==> src/hdl/fjs_pkg.sv <==
// Shared types, codes and constants of the freefall jump statistics block.
`timescale 1ns / 1ps
package fjs_pkg;

  // Input event codes
  localparam logic [2:0] KIND_BEGIN  = 3'd0;
  localparam logic [2:0] KIND_DEPLOY = 3'd1;
  localparam logic [2:0] KIND_TICK   = 3'd2;
  localparam logic [2:0] KIND_FINAL  = 3'd3;
  localparam logic [2:0] KIND_CLEAR  = 3'd4;

  // Result status codes
  localparam logic [1:0] STATUS_NONE   = 2'd0;
  localparam logic [1:0] STATUS_RECORD = 2'd1;
  localparam logic [1:0] STATUS_CANCEL = 2'd2;

  // Configuration port
  localparam int unsigned CFG_IDX_W  = 1;
  localparam int unsigned CFG_DATA_W = 16;
  localparam logic [CFG_IDX_W-1:0] CFG_MIN_TICK = 1'd0;
  localparam logic [CFG_IDX_W-1:0] CFG_MIN_FF   = 1'd1;
  localparam logic [15:0] MIN_TICK_RESET = 16'd20;
  localparam logic [15:0] MIN_FF_RESET   = 16'd500;

  // Command queue
  localparam int unsigned QUEUE_DEPTH = 2;

  // Speed divider widths: numerator is |dalt|*2000 + dt (< 2^36)
  localparam int unsigned DIV_DVD_W = 36;
  localparam int unsigned DIV_DVS_W = 33;
  localparam int unsigned DIV_CNT_W = $clog2(DIV_DVD_W);

  localparam logic [DIV_DVD_W-1:0] SPEED_SCALE = 36'd2000;
  localparam logic [15:0]          SAT16       = 16'hFFFF;

  // Deciseconds: (ms + 50) / 100 as a multiply by ceil(2^30 / 100).
  // Exact for numerators below 2^23; from DS_SAT_MS on the result saturates.
  localparam logic [22:0]  DS_ROUND  = 23'd50;
  localparam logic [23:0]  DS_RECIP  = 24'd10737419;
  localparam int unsigned  DS_SHIFT  = 30;
  localparam logic [31:0]  DS_SAT_MS = 32'd6553550;

  typedef enum logic [2:0] {
    OP_BEGIN,
    OP_DEPLOY,
    OP_TICK,
    OP_FINAL,
    OP_CLEAR,
    OP_NOP
  } op_e;

  typedef enum logic [2:0] {
    ST_IDLE,
    ST_EXEC,
    ST_MUL,
    ST_DIV,
    ST_DECI,
    ST_REPORT
  } back_state_e;

  typedef struct packed {
    logic [2:0]         kind;
    logic [31:0]        time_ms;
    logic signed [23:0] altitude_cm;
    logic [31:0]        wall_epoch;
    logic [31:0]        record_id;
  } in_item_t;

  typedef struct packed {
    logic [1:0]         status;
    logic               is_active;
    logic [31:0]        jump_id;
    logic [31:0]        start_epoch;
    logic signed [23:0] exit_height_cm;
    logic signed [23:0] deploy_height_cm;
    logic [15:0]        freefall_ds;
    logic [15:0]        vmax_freefall_cmps;
    logic [15:0]        vmax_canopy_cmps;
    logic               no_time;
  } out_item_t;

  // Classified command held in the queue
  typedef struct packed {
    op_e                op;
    logic [31:0]        time_ms;
    logic signed [23:0] altitude_cm;
    logic [31:0]        wall_epoch;
    logic [31:0]        record_id;
  } cmd_t;

  typedef struct packed {
    logic full;
    logic empty;
  } queue_stat_t;

  typedef struct packed {
    logic [15:0] min_tick_ms;
    logic [15:0] min_ff_ms;
  } cfg_t;

endpackage

==> src/hdl/fjs_front.sv <==
// Front end: accepts input items, decodes the event kind and pushes commands.
`timescale 1ns / 1ps
module fjs_front (
  input  logic                  in_valid_i,
  output logic                  in_ready_o,
  input  fjs_pkg::in_item_t     in_item_i,
  input  fjs_pkg::queue_stat_t  q_stat_i,
  output logic                  push_o,
  output fjs_pkg::cmd_t         push_cmd_o
);
  import fjs_pkg::*;

  op_e op;

  // Unknown kinds become a no-op that only reports state
  always_comb begin
    unique case (in_item_i.kind)
      KIND_BEGIN:  op = OP_BEGIN;
      KIND_DEPLOY: op = OP_DEPLOY;
      KIND_TICK:   op = OP_TICK;
      KIND_FINAL:  op = OP_FINAL;
      KIND_CLEAR:  op = OP_CLEAR;
      default:     op = OP_NOP;
    endcase
  end

  assign in_ready_o = !q_stat_i.full;
  assign push_o     = in_valid_i && !q_stat_i.full;

  assign push_cmd_o.op          = op;
  assign push_cmd_o.time_ms     = in_item_i.time_ms;
  assign push_cmd_o.altitude_cm = in_item_i.altitude_cm;
  assign push_cmd_o.wall_epoch  = in_item_i.wall_epoch;
  assign push_cmd_o.record_id   = in_item_i.record_id;

endmodule

==> src/hdl/fjs_queue.sv <==
// Short command queue between the front end and the execution back end.
`timescale 1ns / 1ps
module fjs_queue #(
  parameter int unsigned DEPTH = fjs_pkg::QUEUE_DEPTH
) (
  input  logic                 clk_i,
  input  logic                 rst_ni,
  input  logic                 push_i,
  input  fjs_pkg::cmd_t        push_cmd_i,
  input  logic                 pop_i,
  output fjs_pkg::cmd_t        head_o,
  output fjs_pkg::queue_stat_t stat_o
);
  import fjs_pkg::*;

  localparam int unsigned PTR_W = $clog2(DEPTH);
  localparam int unsigned CNT_W = $clog2(DEPTH + 1);

  cmd_t             mem_q [DEPTH];
  logic [PTR_W-1:0] wr_ptr_q, wr_ptr_d;
  logic [PTR_W-1:0] rd_ptr_q, rd_ptr_d;
  logic [CNT_W-1:0] cnt_q, cnt_d;
  logic             do_push, do_pop;

  assign do_push = push_i && (cnt_q != CNT_W'(DEPTH));
  assign do_pop  = pop_i && (cnt_q != '0);

  // Pointer wrap and fill count
  always_comb begin
    wr_ptr_d = wr_ptr_q;
    rd_ptr_d = rd_ptr_q;
    cnt_d    = cnt_q;
    if (do_push) begin
      wr_ptr_d = (wr_ptr_q == PTR_W'(DEPTH - 1)) ? '0 : wr_ptr_q + 1'b1;
    end
    if (do_pop) begin
      rd_ptr_d = (rd_ptr_q == PTR_W'(DEPTH - 1)) ? '0 : rd_ptr_q + 1'b1;
    end
    if (do_push && !do_pop) begin
      cnt_d = cnt_q + 1'b1;
    end else if (do_pop && !do_push) begin
      cnt_d = cnt_q - 1'b1;
    end
  end

  always_ff @(posedge clk_i or negedge rst_ni) begin
    if (!rst_ni) begin
      wr_ptr_q <= '0;
      rd_ptr_q <= '0;
      cnt_q    <= '0;
    end else begin
      wr_ptr_q <= wr_ptr_d;
      rd_ptr_q <= rd_ptr_d;
      cnt_q    <= cnt_d;
    end
  end

  // Entry storage
  always_ff @(posedge clk_i) begin
    if (do_push) begin
      mem_q[wr_ptr_q] <= push_cmd_i;
    end
  end

  assign head_o       = mem_q[rd_ptr_q];
  assign stat_o.full  = (cnt_q == CNT_W'(DEPTH));
  assign stat_o.empty = (cnt_q == '0);

endmodule

==> src/hdl/fjs_div.sv <==
// Restoring divider, one quotient bit per cycle, result saturated to 16 bits.
`timescale 1ns / 1ps
module fjs_div (
  input  logic                            clk_i,
  input  logic                            rst_ni,
  input  logic                            start_i,
  input  logic [fjs_pkg::DIV_DVD_W-1:0]   dividend_i,
  input  logic [fjs_pkg::DIV_DVS_W-1:0]   divisor_i,
  output logic                            done_o,
  output logic [15:0]                     quot_sat_o
);
  import fjs_pkg::*;

  logic                 busy_q, busy_d;
  logic                 done_q, done_d;
  logic [DIV_CNT_W-1:0] cnt_q, cnt_d;
  logic [DIV_DVD_W-1:0] dvd_q, dvd_d;
  logic [DIV_DVD_W-1:0] quo_q, quo_d;
  logic [DIV_DVS_W-1:0] dvs_q, dvs_d;
  logic [DIV_DVS_W-1:0] rem_q, rem_d;
  logic [DIV_DVS_W:0]   rem_sh;
  logic [DIV_DVS_W:0]   rem_sub;

  // Shift in the next dividend bit and try a subtract
  assign rem_sh  = {rem_q, dvd_q[DIV_DVD_W-1]};
  assign rem_sub = rem_sh - {1'b0, dvs_q};

  always_comb begin
    busy_d = busy_q;
    done_d = 1'b0;
    cnt_d  = cnt_q;
    dvd_d  = dvd_q;
    quo_d  = quo_q;
    dvs_d  = dvs_q;
    rem_d  = rem_q;
    if (start_i) begin
      busy_d = 1'b1;
      cnt_d  = DIV_CNT_W'(DIV_DVD_W - 1);
      dvd_d  = dividend_i;
      dvs_d  = divisor_i;
      rem_d  = '0;
      quo_d  = '0;
    end else if (busy_q) begin
      dvd_d = {dvd_q[DIV_DVD_W-2:0], 1'b0};
      if (rem_sh >= {1'b0, dvs_q}) begin
        rem_d = rem_sub[DIV_DVS_W-1:0];
        quo_d = {quo_q[DIV_DVD_W-2:0], 1'b1};
      end else begin
        rem_d = rem_sh[DIV_DVS_W-1:0];
        quo_d = {quo_q[DIV_DVD_W-2:0], 1'b0};
      end
      if (cnt_q == '0) begin
        busy_d = 1'b0;
        done_d = 1'b1;
      end else begin
        cnt_d = cnt_q - 1'b1;
      end
    end
  end

  always_ff @(posedge clk_i or negedge rst_ni) begin
    if (!rst_ni) begin
      busy_q <= 1'b0;
      done_q <= 1'b0;
      cnt_q  <= '0;
    end else begin
      busy_q <= busy_d;
      done_q <= done_d;
      cnt_q  <= cnt_d;
    end
  end

  always_ff @(posedge clk_i) begin
    dvd_q <= dvd_d;
    quo_q <= quo_d;
    dvs_q <= dvs_d;
    rem_q <= rem_d;
  end

  assign done_o     = done_q;
  assign quot_sat_o = (|quo_q[DIV_DVD_W-1:16]) ? SAT16 : quo_q[15:0];

endmodule

==> src/hdl/fjs_back.sv <==
// Back end: executes queued commands on the jump state and drives results.
`timescale 1ns / 1ps
module fjs_back (
  input  logic                 clk_i,
  input  logic                 rst_ni,
  input  fjs_pkg::cfg_t        cfg_i,
  input  fjs_pkg::queue_stat_t q_stat_i,
  input  fjs_pkg::cmd_t        head_i,
  output logic                 pop_o,
  output logic                 out_valid_o,
  input  logic                 out_ready_i,
  output fjs_pkg::out_item_t   out_item_o
);
  import fjs_pkg::*;

  back_state_e state_q, state_d;

  // Jump state
  logic               active_q, active_d;
  logic               closed_q, closed_d;
  logic               prev_valid_q, prev_valid_d;
  logic signed [23:0] prev_alt_q, prev_alt_d;
  logic [31:0]        prev_time_q, prev_time_d;
  logic [31:0]        ff_start_q, ff_start_d;
  logic [31:0]        ff_end_q, ff_end_d;
  logic signed [23:0] exit_alt_q, exit_alt_d;
  logic signed [23:0] deploy_alt_q, deploy_alt_d;
  logic [15:0]        peak_ff_q, peak_ff_d;
  logic [15:0]        peak_can_q, peak_can_d;
  logic [31:0]        begin_epoch_q, begin_epoch_d;
  logic [31:0]        active_id_q, active_id_d;

  // Working registers
  cmd_t               cmd_q, cmd_d;
  logic [23:0]        mag_q, mag_d;
  logic [31:0]        dt_q, dt_d;
  logic [31:0]        ff_ms_q, ff_ms_d;
  logic               out_valid_q, out_valid_d;
  out_item_t          out_q, out_d;

  // Divider hookup and datapath temporaries
  logic                 div_start;
  logic [DIV_DVD_W-1:0] div_dividend;
  logic [DIV_DVS_W-1:0] div_divisor;
  logic                 div_done;
  logic [15:0]          div_quot;
  logic signed [24:0]   alt_diff;
  logic [24:0]          alt_abs;
  logic [31:0]          dt;
  logic [31:0]          ff_end_eff;
  logic [31:0]          ff_ms;
  logic [15:0]          v_zero_gap;
  logic                 slot_free;
  logic                 cancel;
  logic [22:0]          ds_num;
  logic [46:0]          ds_prod;
  logic [15:0]          ds_val;

  fjs_div u_div (
    .clk_i      (clk_i),
    .rst_ni     (rst_ni),
    .start_i    (div_start),
    .dividend_i (div_dividend),
    .divisor_i  (div_divisor),
    .done_o     (div_done),
    .quot_sat_o (div_quot)
  );

  // Speed and duration operands
  assign alt_diff   = {cmd_q.altitude_cm[23], cmd_q.altitude_cm} - {prev_alt_q[23], prev_alt_q};
  assign alt_abs    = alt_diff[24] ? 25'(-alt_diff) : 25'(alt_diff);
  assign dt         = cmd_q.time_ms - prev_time_q;
  assign v_zero_gap = (alt_abs != '0) ? SAT16 : 16'd0;
  assign ff_end_eff = closed_q ? ff_end_q : cmd_q.time_ms;
  assign ff_ms      = ff_end_eff - ff_start_q;
  assign slot_free  = !out_valid_q || out_ready_i;
  assign cancel     = (ff_ms_q < {16'd0, cfg_i.min_ff_ms});

  // Freefall time in deciseconds, rounded and saturated
  assign ds_num  = ff_ms_q[22:0] + DS_ROUND;
  assign ds_prod = 47'(ds_num) * 47'(DS_RECIP);
  assign ds_val  = (ff_ms_q >= DS_SAT_MS) ? SAT16 : ds_prod[DS_SHIFT+15:DS_SHIFT];

  // Sequencer: next state, state updates and result formation
  always_comb begin
    state_d       = state_q;
    active_d      = active_q;
    closed_d      = closed_q;
    prev_valid_d  = prev_valid_q;
    prev_alt_d    = prev_alt_q;
    prev_time_d   = prev_time_q;
    ff_start_d    = ff_start_q;
    ff_end_d      = ff_end_q;
    exit_alt_d    = exit_alt_q;
    deploy_alt_d  = deploy_alt_q;
    peak_ff_d     = peak_ff_q;
    peak_can_d    = peak_can_q;
    begin_epoch_d = begin_epoch_q;
    active_id_d   = active_id_q;
    cmd_d         = cmd_q;
    mag_d         = mag_q;
    dt_d          = dt_q;
    ff_ms_d       = ff_ms_q;
    pop_o         = 1'b0;
    div_start     = 1'b0;
    div_dividend  = '0;
    div_divisor   = '0;
    out_valid_d   = out_valid_q && !out_ready_i;
    out_d         = out_q;

    unique case (state_q)
      ST_IDLE: begin
        if (!q_stat_i.empty && slot_free) begin
          pop_o   = 1'b1;
          cmd_d   = head_i;
          state_d = ST_EXEC;
        end
      end

      ST_EXEC: begin
        state_d = ST_REPORT;
        unique case (cmd_q.op)
          OP_BEGIN: begin
            active_d      = 1'b1;
            closed_d      = 1'b0;
            ff_start_d    = cmd_q.time_ms;
            ff_end_d      = '0;
            exit_alt_d    = cmd_q.altitude_cm;
            deploy_alt_d  = '0;
            peak_ff_d     = '0;
            peak_can_d    = '0;
            prev_valid_d  = 1'b0;
            prev_time_d   = '0;
            begin_epoch_d = cmd_q.wall_epoch;
            active_id_d   = cmd_q.record_id;
          end
          OP_DEPLOY: begin
            if (active_q && !closed_q) begin
              deploy_alt_d = cmd_q.altitude_cm;
              ff_end_d     = cmd_q.time_ms;
              closed_d     = 1'b1;
            end
          end
          OP_TICK: begin
            if (!prev_valid_q) begin
              prev_valid_d = 1'b1;
              prev_alt_d   = cmd_q.altitude_cm;
              prev_time_d  = cmd_q.time_ms;
            end else if (dt >= {16'd0, cfg_i.min_tick_ms}) begin
              prev_alt_d  = cmd_q.altitude_cm;
              prev_time_d = cmd_q.time_ms;
              if (active_q) begin
                if (dt == '0) begin
                  // zero gap: speed is either zero or full scale
                  if (!closed_q) begin
                    if (v_zero_gap > peak_ff_q) peak_ff_d = v_zero_gap;
                  end else begin
                    if (v_zero_gap > peak_can_q) peak_can_d = v_zero_gap;
                  end
                end else begin
                  mag_d   = alt_abs[23:0];
                  dt_d    = dt;
                  state_d = ST_MUL;
                end
              end
            end
          end
          OP_FINAL: begin
            if (active_q) begin
              if (!closed_q) begin
                deploy_alt_d = prev_valid_q ? prev_alt_q : 24'sd0;
                ff_end_d     = cmd_q.time_ms;
                closed_d     = 1'b1;
              end
              ff_ms_d = ff_ms;
              state_d = ST_DECI;
            end
          end
          OP_CLEAR: begin
            active_d      = 1'b0;
            closed_d      = 1'b0;
            prev_valid_d  = 1'b0;
            prev_time_d   = '0;
            begin_epoch_d = '0;
            active_id_d   = '0;
          end
          default: begin
          end
        endcase
      end

      // Rounded speed: (|dalt|*2000 + dt) / (2*dt)
      ST_MUL: begin
        div_start    = 1'b1;
        div_dividend = DIV_DVD_W'(mag_q) * SPEED_SCALE + DIV_DVD_W'(dt_q);
        div_divisor  = {dt_q, 1'b0};
        state_d      = ST_DIV;
      end

      ST_DIV: begin
        if (div_done) begin
          if (!closed_q) begin
            if (div_quot > peak_ff_q) peak_ff_d = div_quot;
          end else begin
            if (div_quot > peak_can_q) peak_can_d = div_quot;
          end
          state_d = ST_REPORT;
        end
      end

      // Finalize: the closed jump goes out as a record or a cancellation
      ST_DECI: begin
        out_valid_d                = 1'b1;
        out_d.status               = cancel ? STATUS_CANCEL : STATUS_RECORD;
        out_d.is_active            = 1'b0;
        out_d.jump_id              = cancel ? active_id_q : cmd_q.record_id;
        out_d.start_epoch          = begin_epoch_q;
        out_d.exit_height_cm       = exit_alt_q;
        out_d.deploy_height_cm     = deploy_alt_q;
        out_d.freefall_ds          = ds_val;
        out_d.vmax_freefall_cmps   = peak_ff_q;
        out_d.vmax_canopy_cmps     = peak_can_q;
        out_d.no_time              = !cancel && (begin_epoch_q == '0);
        active_d                   = 1'b0;
        closed_d                   = 1'b0;
        prev_valid_d               = 1'b0;
        prev_time_d                = '0;
        begin_epoch_d              = '0;
        state_d                    = ST_IDLE;
      end

      // Plain result from the state after the item
      ST_REPORT: begin
        out_valid_d                = 1'b1;
        out_d.status               = STATUS_NONE;
        out_d.is_active            = active_q;
        out_d.jump_id              = active_id_q;
        out_d.start_epoch          = begin_epoch_q;
        out_d.exit_height_cm       = exit_alt_q;
        out_d.deploy_height_cm     = deploy_alt_q;
        out_d.freefall_ds          = '0;
        out_d.vmax_freefall_cmps   = peak_ff_q;
        out_d.vmax_canopy_cmps     = peak_can_q;
        out_d.no_time              = 1'b0;
        state_d                    = ST_IDLE;
      end

      default: begin
        state_d = ST_IDLE;
      end
    endcase
  end

  always_ff @(posedge clk_i or negedge rst_ni) begin
    if (!rst_ni) begin
      state_q       <= ST_IDLE;
      out_valid_q   <= 1'b0;
      active_q      <= 1'b0;
      closed_q      <= 1'b0;
      prev_valid_q  <= 1'b0;
      prev_alt_q    <= '0;
      prev_time_q   <= '0;
      ff_start_q    <= '0;
      ff_end_q      <= '0;
      exit_alt_q    <= '0;
      deploy_alt_q  <= '0;
      peak_ff_q     <= '0;
      peak_can_q    <= '0;
      begin_epoch_q <= '0;
      active_id_q   <= '0;
    end else begin
      state_q       <= state_d;
      out_valid_q   <= out_valid_d;
      active_q      <= active_d;
      closed_q      <= closed_d;
      prev_valid_q  <= prev_valid_d;
      prev_alt_q    <= prev_alt_d;
      prev_time_q   <= prev_time_d;
      ff_start_q    <= ff_start_d;
      ff_end_q      <= ff_end_d;
      exit_alt_q    <= exit_alt_d;
      deploy_alt_q  <= deploy_alt_d;
      peak_ff_q     <= peak_ff_d;
      peak_can_q    <= peak_can_d;
      begin_epoch_q <= begin_epoch_d;
      active_id_q   <= active_id_d;
    end
  end

  always_ff @(posedge clk_i) begin
    cmd_q   <= cmd_d;
    mag_q   <= mag_d;
    dt_q    <= dt_d;
    ff_ms_q <= ff_ms_d;
    out_q   <= out_d;
  end

  assign out_valid_o = out_valid_q;
  assign out_item_o  = out_q;

endmodule

==> src/hdl/freefall_jump_statistics_core.sv <==
// Top level of the freefall jump statistics recorder.
`timescale 1ns / 1ps
// Event-driven jump recorder. Each input item (begin, deploy, altitude tick,
// finalize, clear) produces exactly one result item, in order. A front end
// decodes items into a two-entry command queue; a back end executes one
// command at a time against the jump state and holds the result in an output
// register, so input keeps flowing while a result waits. Begin, deploy,
// finalize, clear, unknown kinds and ticks that give no speed go from queue head
// through the execute and report or finalize states to the result; finalize
// scales its duration to deciseconds with a constant reciprocal multiply. A
// tick that yields a speed also runs through a restoring divider that
// produces one quotient bit per cycle over a 36-bit dividend. Configuration
// registers are written through cfg_we_i / cfg_idx_i / cfg_wdata_i.
module freefall_jump_statistics_core #(
  parameter int unsigned QUEUE_DEPTH = fjs_pkg::QUEUE_DEPTH
) (
  input  logic                            clk_i,
  input  logic                            rst_ni,
  input  logic                            cfg_we_i,
  input  logic [fjs_pkg::CFG_IDX_W-1:0]   cfg_idx_i,
  input  logic [fjs_pkg::CFG_DATA_W-1:0]  cfg_wdata_i,
  input  logic                            in_valid_i,
  output logic                            in_ready_o,
  input  fjs_pkg::in_item_t               in_item_i,
  output logic                            out_valid_o,
  input  logic                            out_ready_i,
  output fjs_pkg::out_item_t              out_item_o
);
  import fjs_pkg::*;

  cfg_t        cfg_q, cfg_d;
  queue_stat_t q_stat;
  logic        push;
  cmd_t        push_cmd;
  logic        pop;
  cmd_t        head;

  // Configuration registers
  always_comb begin
    cfg_d = cfg_q;
    if (cfg_we_i) begin
      unique case (cfg_idx_i)
        CFG_MIN_TICK: cfg_d.min_tick_ms = cfg_wdata_i;
        CFG_MIN_FF:   cfg_d.min_ff_ms   = cfg_wdata_i;
        default:      cfg_d = cfg_q;
      endcase
    end
  end

  always_ff @(posedge clk_i or negedge rst_ni) begin
    if (!rst_ni) begin
      cfg_q.min_tick_ms <= MIN_TICK_RESET;
      cfg_q.min_ff_ms   <= MIN_FF_RESET;
    end else begin
      cfg_q <= cfg_d;
    end
  end

  fjs_front u_front (
    .in_valid_i (in_valid_i),
    .in_ready_o (in_ready_o),
    .in_item_i  (in_item_i),
    .q_stat_i   (q_stat),
    .push_o     (push),
    .push_cmd_o (push_cmd)
  );

  fjs_queue #(
    .DEPTH (QUEUE_DEPTH)
  ) u_queue (
    .clk_i      (clk_i),
    .rst_ni     (rst_ni),
    .push_i     (push),
    .push_cmd_i (push_cmd),
    .pop_i      (pop),
    .head_o     (head),
    .stat_o     (q_stat)
  );

  fjs_back u_back (
    .clk_i       (clk_i),
    .rst_ni      (rst_ni),
    .cfg_i       (cfg_q),
    .q_stat_i    (q_stat),
    .head_i      (head),
    .pop_o       (pop),
    .out_valid_o (out_valid_o),
    .out_ready_i (out_ready_i),
    .out_item_o  (out_item_o)
  );

  // An accepted item is in the queue on the next cycle
  a_push_lands: assert property (@(posedge clk_i) disable iff (!rst_ni)
    (in_valid_i && in_ready_o) |=> !q_stat.empty)
    else $error("accepted item missing from queue");

  // A command is taken only when the result slot is free or draining
  a_pop_slot: assert property (@(posedge clk_i) disable iff (!rst_ni)
    pop |-> (!out_valid_o || out_ready_i))
    else $error("command taken while result slot blocked");

  // Commands are executed one at a time
  a_pop_single: assert property (@(posedge clk_i) disable iff (!rst_ni)
    pop |=> !pop)
    else $error("back end took two commands back to back");

  // No new result right after one is delivered
  a_out_gap: assert property (@(posedge clk_i) disable iff (!rst_ni)
    (out_valid_o && out_ready_i) |=> !out_valid_o)
    else $error("result written into a busy slot");

endmodule

==> config.mk <==
export PLATFORM = sky130hd
export DESIGN_NAME = freefall_jump_statistics_core
export DESIGN_NICKNAME = d
export VERILOG_FILES = /design/src/hdl/fjs_pkg.sv /design/src/hdl/fjs_front.sv /design/src/hdl/fjs_queue.sv /design/src/hdl/fjs_div.sv /design/src/hdl/fjs_back.sv /design/src/hdl/freefall_jump_statistics_core.sv
export SDC_FILE = /design/constraint.sdc
export NUM_CORES = 2
export LEC_CHECK = 0
export BUFFER_PORTS_ARGS = -buffer_cell sky130_fd_sc_hd__buf_2
export CAP_MARGIN = 20
export CORE_UTILIZATION = 65
export DETAILED_ROUTE_END_ITERATION = 8
export PLACE_DENSITY = 0.84
export SLEW_MARGIN = 25
export SYNTH_ARGS = -nofsm -noshare
export SYNTH_HDL_FRONTEND = slang
export SYNTH_SLANG_ARGS = --single-unit
==> constraint.sdc <==
create_clock -name clk_i -period 38.3 [get_ports clk_i]
set_clock_uncertainty 0.15 [all_clocks]
set_input_delay 9.575 -clock clk_i [delete_from_list [all_inputs] [get_ports clk_i]]
set_output_delay 9.575 -clock clk_i [all_outputs]
set_load 0.02 [all_outputs]
==> run_results.csv <==
group,metric,value,unit
cts,clockBufferDepth,3,
logic_synthesis,synth_cells,5343,
route,drt_wl_total,144000,um
floorplanning,row_count,113,
placement,place_congestion,0.965,
run,cap_violations,0,
sta,fin_crit_sh,30.6,%
finish,drive_gt1_share,15.0,%
sta,fin_tns_setup,0,ps
logic_synthesis,yosysWarnings,0,
cts,clk_latency,720,ps
logic_synthesis,synth_seq_cells,1073,
route,drt_iter0_drc,3427,
sta,timing.final.crit_period,11720,ps
floorplanning,ios,311,
route,vias,42295,
route,wire_per_inst,20.6,um
sta,final_hold_viol_count,0,
pwr,p_leak,30.0,nW
pwr,irDropWorstVdd,98.8,uV
logic_synthesis,avgSynthCellArea,11.8,um2
logic_synthesis,synth.distinct_cells,88,
cts,postCtsResizedCells,0,
floorplanning,die_area,97900,um2
pwr,power_density,85.9,nW/um2
logic_synthesis,synth_edf_count,689,
worst_setup_path,cp.arrival,11870,ps
global_routing,grt_pass1_vias,42382,
sta,setup_viol,0,
placement,port_buffers,310,
global_routing,grt_pass1_wl,229000,um
worst_setup_path,required,38450,ps
floorplanning,core_area,95400,um2
cts,clock_sinks,1073,
worst_setup_path,crit_type,"input pin to register",
logic_synthesis,yosysSeqAreaShare,47.7,%
floorplanning,start_util,65.8,%
sta,slew_viol_final,0,
worst_setup_path,crit_fanout,66,
sta,rsz0062_at_grt,"no",
cts,cts_max_level,3,
cts,cts_tree,"done",
global_routing,antenna_found_initial,18,
logic_synthesis,synth_nets,6322,
logic_synthesis,synthFlopType,"edfxtp_1",
sta,max-slew-margin-rel,25.0,%
global_routing,grt-ovfl-total,0,
cts,hold_buffers,0,
route,ant_nets,0,
global_routing,grt_max_degree,97,
worst_setup_path,crit_path_end_kind,"register",
logic_synthesis,yosys-top-cells-area,"edfxtp_1 33%, dfrtp_1 12%, ha_1 11%",
sta,whs,295,ps
logic_synthesis,yosys.area.top_type,"edfxtp_1",
route,firstDrtPassIters,5,
route,viasPerCell,6.03,
logic_synthesis,yosysTopAreaCellShare,32.9,%
cts,clock-root-buffer,"clkbuf_16",
logic_synthesis,synth-async-reset-ratio,29.4,%
placement,detailedPlacementHpwl,104000,um
worst_setup_path,r2r_slack,27790,ps
logic_synthesis,synth_area,62800,um2
run_status,status,"finished clean",
floorplanning,die_w,313,um
cts,postCtsSetupBuffers,0,
route,drc_errors,0,
cts,clk_pin_slew_worst_paths,60,ps
sta,fmax,85.3,MHz
finish,area_growth,10.8,%
floorplanning,chipHeight,313,um
finish,nets,6629,
hold_path,hold_class,"register to register",
sta,max_slew.worst_pin.slew,1110,ps
global_routing,grt_usage,29.7,%
cts,numCtsBuffers,106,
worst_setup_path,worstSetupStartpointType,"input pin",
-- final timing paths --
kind	depth (start not counted)	to	from
setup / recovery	6	u_back.cmd_q[103]	out_ready_i
hold / removal	0	u_back.out_item_o[83]	u_back.exit_alt_q[10]
setup reg to reg	37	u_back.out_item_o[46]	u_back.ff_ms_q[1]
hold reg to reg	0	u_back.out_item_o[83]	u_back.exit_alt_q[10]
max in group asynchronous	3	u_back.closed_q	rst_ni
min in group asynchronous	1	u_back.prev_alt_q[11]	rst_ni
-- synth_stat cells, types with 68 or more instances --
cell,n
edfxtp_1,689
inv_1,603
ha_1,551
nand2_1,334
dfrtp_1,307
o21ai_0,300
fa_1,283
nor2_1,264
mux2_2,223
a21oi_1,220
clkbuf_1,135
xnor2_1,133
a21o_1,109
nand3_1,87
xor2_1,82
nor3_1,78
dfxtp_1,69
mux2i_1,68
-- where the power goes --
part	switching [mW]	total, mW	internal, mW
sequential	0.204	1.90	1.70
clock	0.469	1.11	0.644
combinational	1.78	2.97	1.19
-- layer usage --
metal | wire [um] | GRT usage, %
met1 | 61100 | 41.1
met2 | 70200 | 48.9
met3 | 9280 | 4.37
met4 | 3520 | 8.95
met5 | 148 | 0
-- critical path: stages --
cell and delay (ps):
buf_2 70, nand2b_1 180, o21ai_0 220, nor4_2 330
buf_4 600, buf_4 820
-- final cells by class --
class	count	area (um2)
diodes	7	17.5
well taps	1265	1580
clock buffers	144	3020
inverters	603	2270
fillers	6237	25800
flip-flops and latches	1073	30000
multi-input cells	3512	30100
clock inverters	58	793
repair buffers	354	1900
-- layout by cell type (no fill, tap or decap), drive strengths merged, types with 68 or more instances in the layout --
master / count
a21o: 109
a21oi: 221
buf: 354
clkbuf: 144
dfrtp: 307
dfxtp: 69
edfxtp: 689
fa: 283
ha: 551
inv: 608
mux2: 223
mux2i: 68
nand2: 334
nand3: 87
nor2: 264
nor3: 80
o21ai: 306
xnor2: 133
xor2: 82
-- through the flow --
stage	utilization (%)	cells	worst slack (ps)	total power, mW	cell area (um2)
after global placement	68.9	6807	26150	4.71	65800
after floorplan	-	5343	15160	4.05	62800
after detailed placement	68.9	6807	26040	4.81	65800
final	73.0	7016	26580	5.98	69600
after global routing	73.0	7015	26480	6.38	69600
after CTS	72.9	7009	26650	5.97	69600
-- cell families (layout without fill, tap and decap cells) --
kind of cell	after synthesis	count (layout)	synth area share, %
compound gates	1022	1022	10.7
other cells	0	7	0
flops	1073	1073	47.7
buf+inv	758	1159	4.59
simple gates	1150	1150	8.92
mux	291	291	5.08
fa+ha+maj	834	834	20.0
xor+xnor	215	215	3.00
-- sequential cells by signal (all words and copies together) (netlist names), 32 cells and up --
signal / cells
u_back.u_div.dvd_q: 36
u_back.cmd_q: 123
u_back.u_div.dvs_q: 32
u_back.u_div.quo_q: 36
u_back.begin_epoch_q: 32
u_back.u_div.rem_q: 33
u_queue.mem_q: 246
u_back.dt_q: 32
u_back.prev_time_q: 32
u_back.active_id_q: 32
u_back.ff_end_q: 32
cfg_q: 32
u_back.out_item_o: 164
u_back.ff_ms_q: 32
u_back.ff_start_q: 32
(Power assumes the default switching activity.)
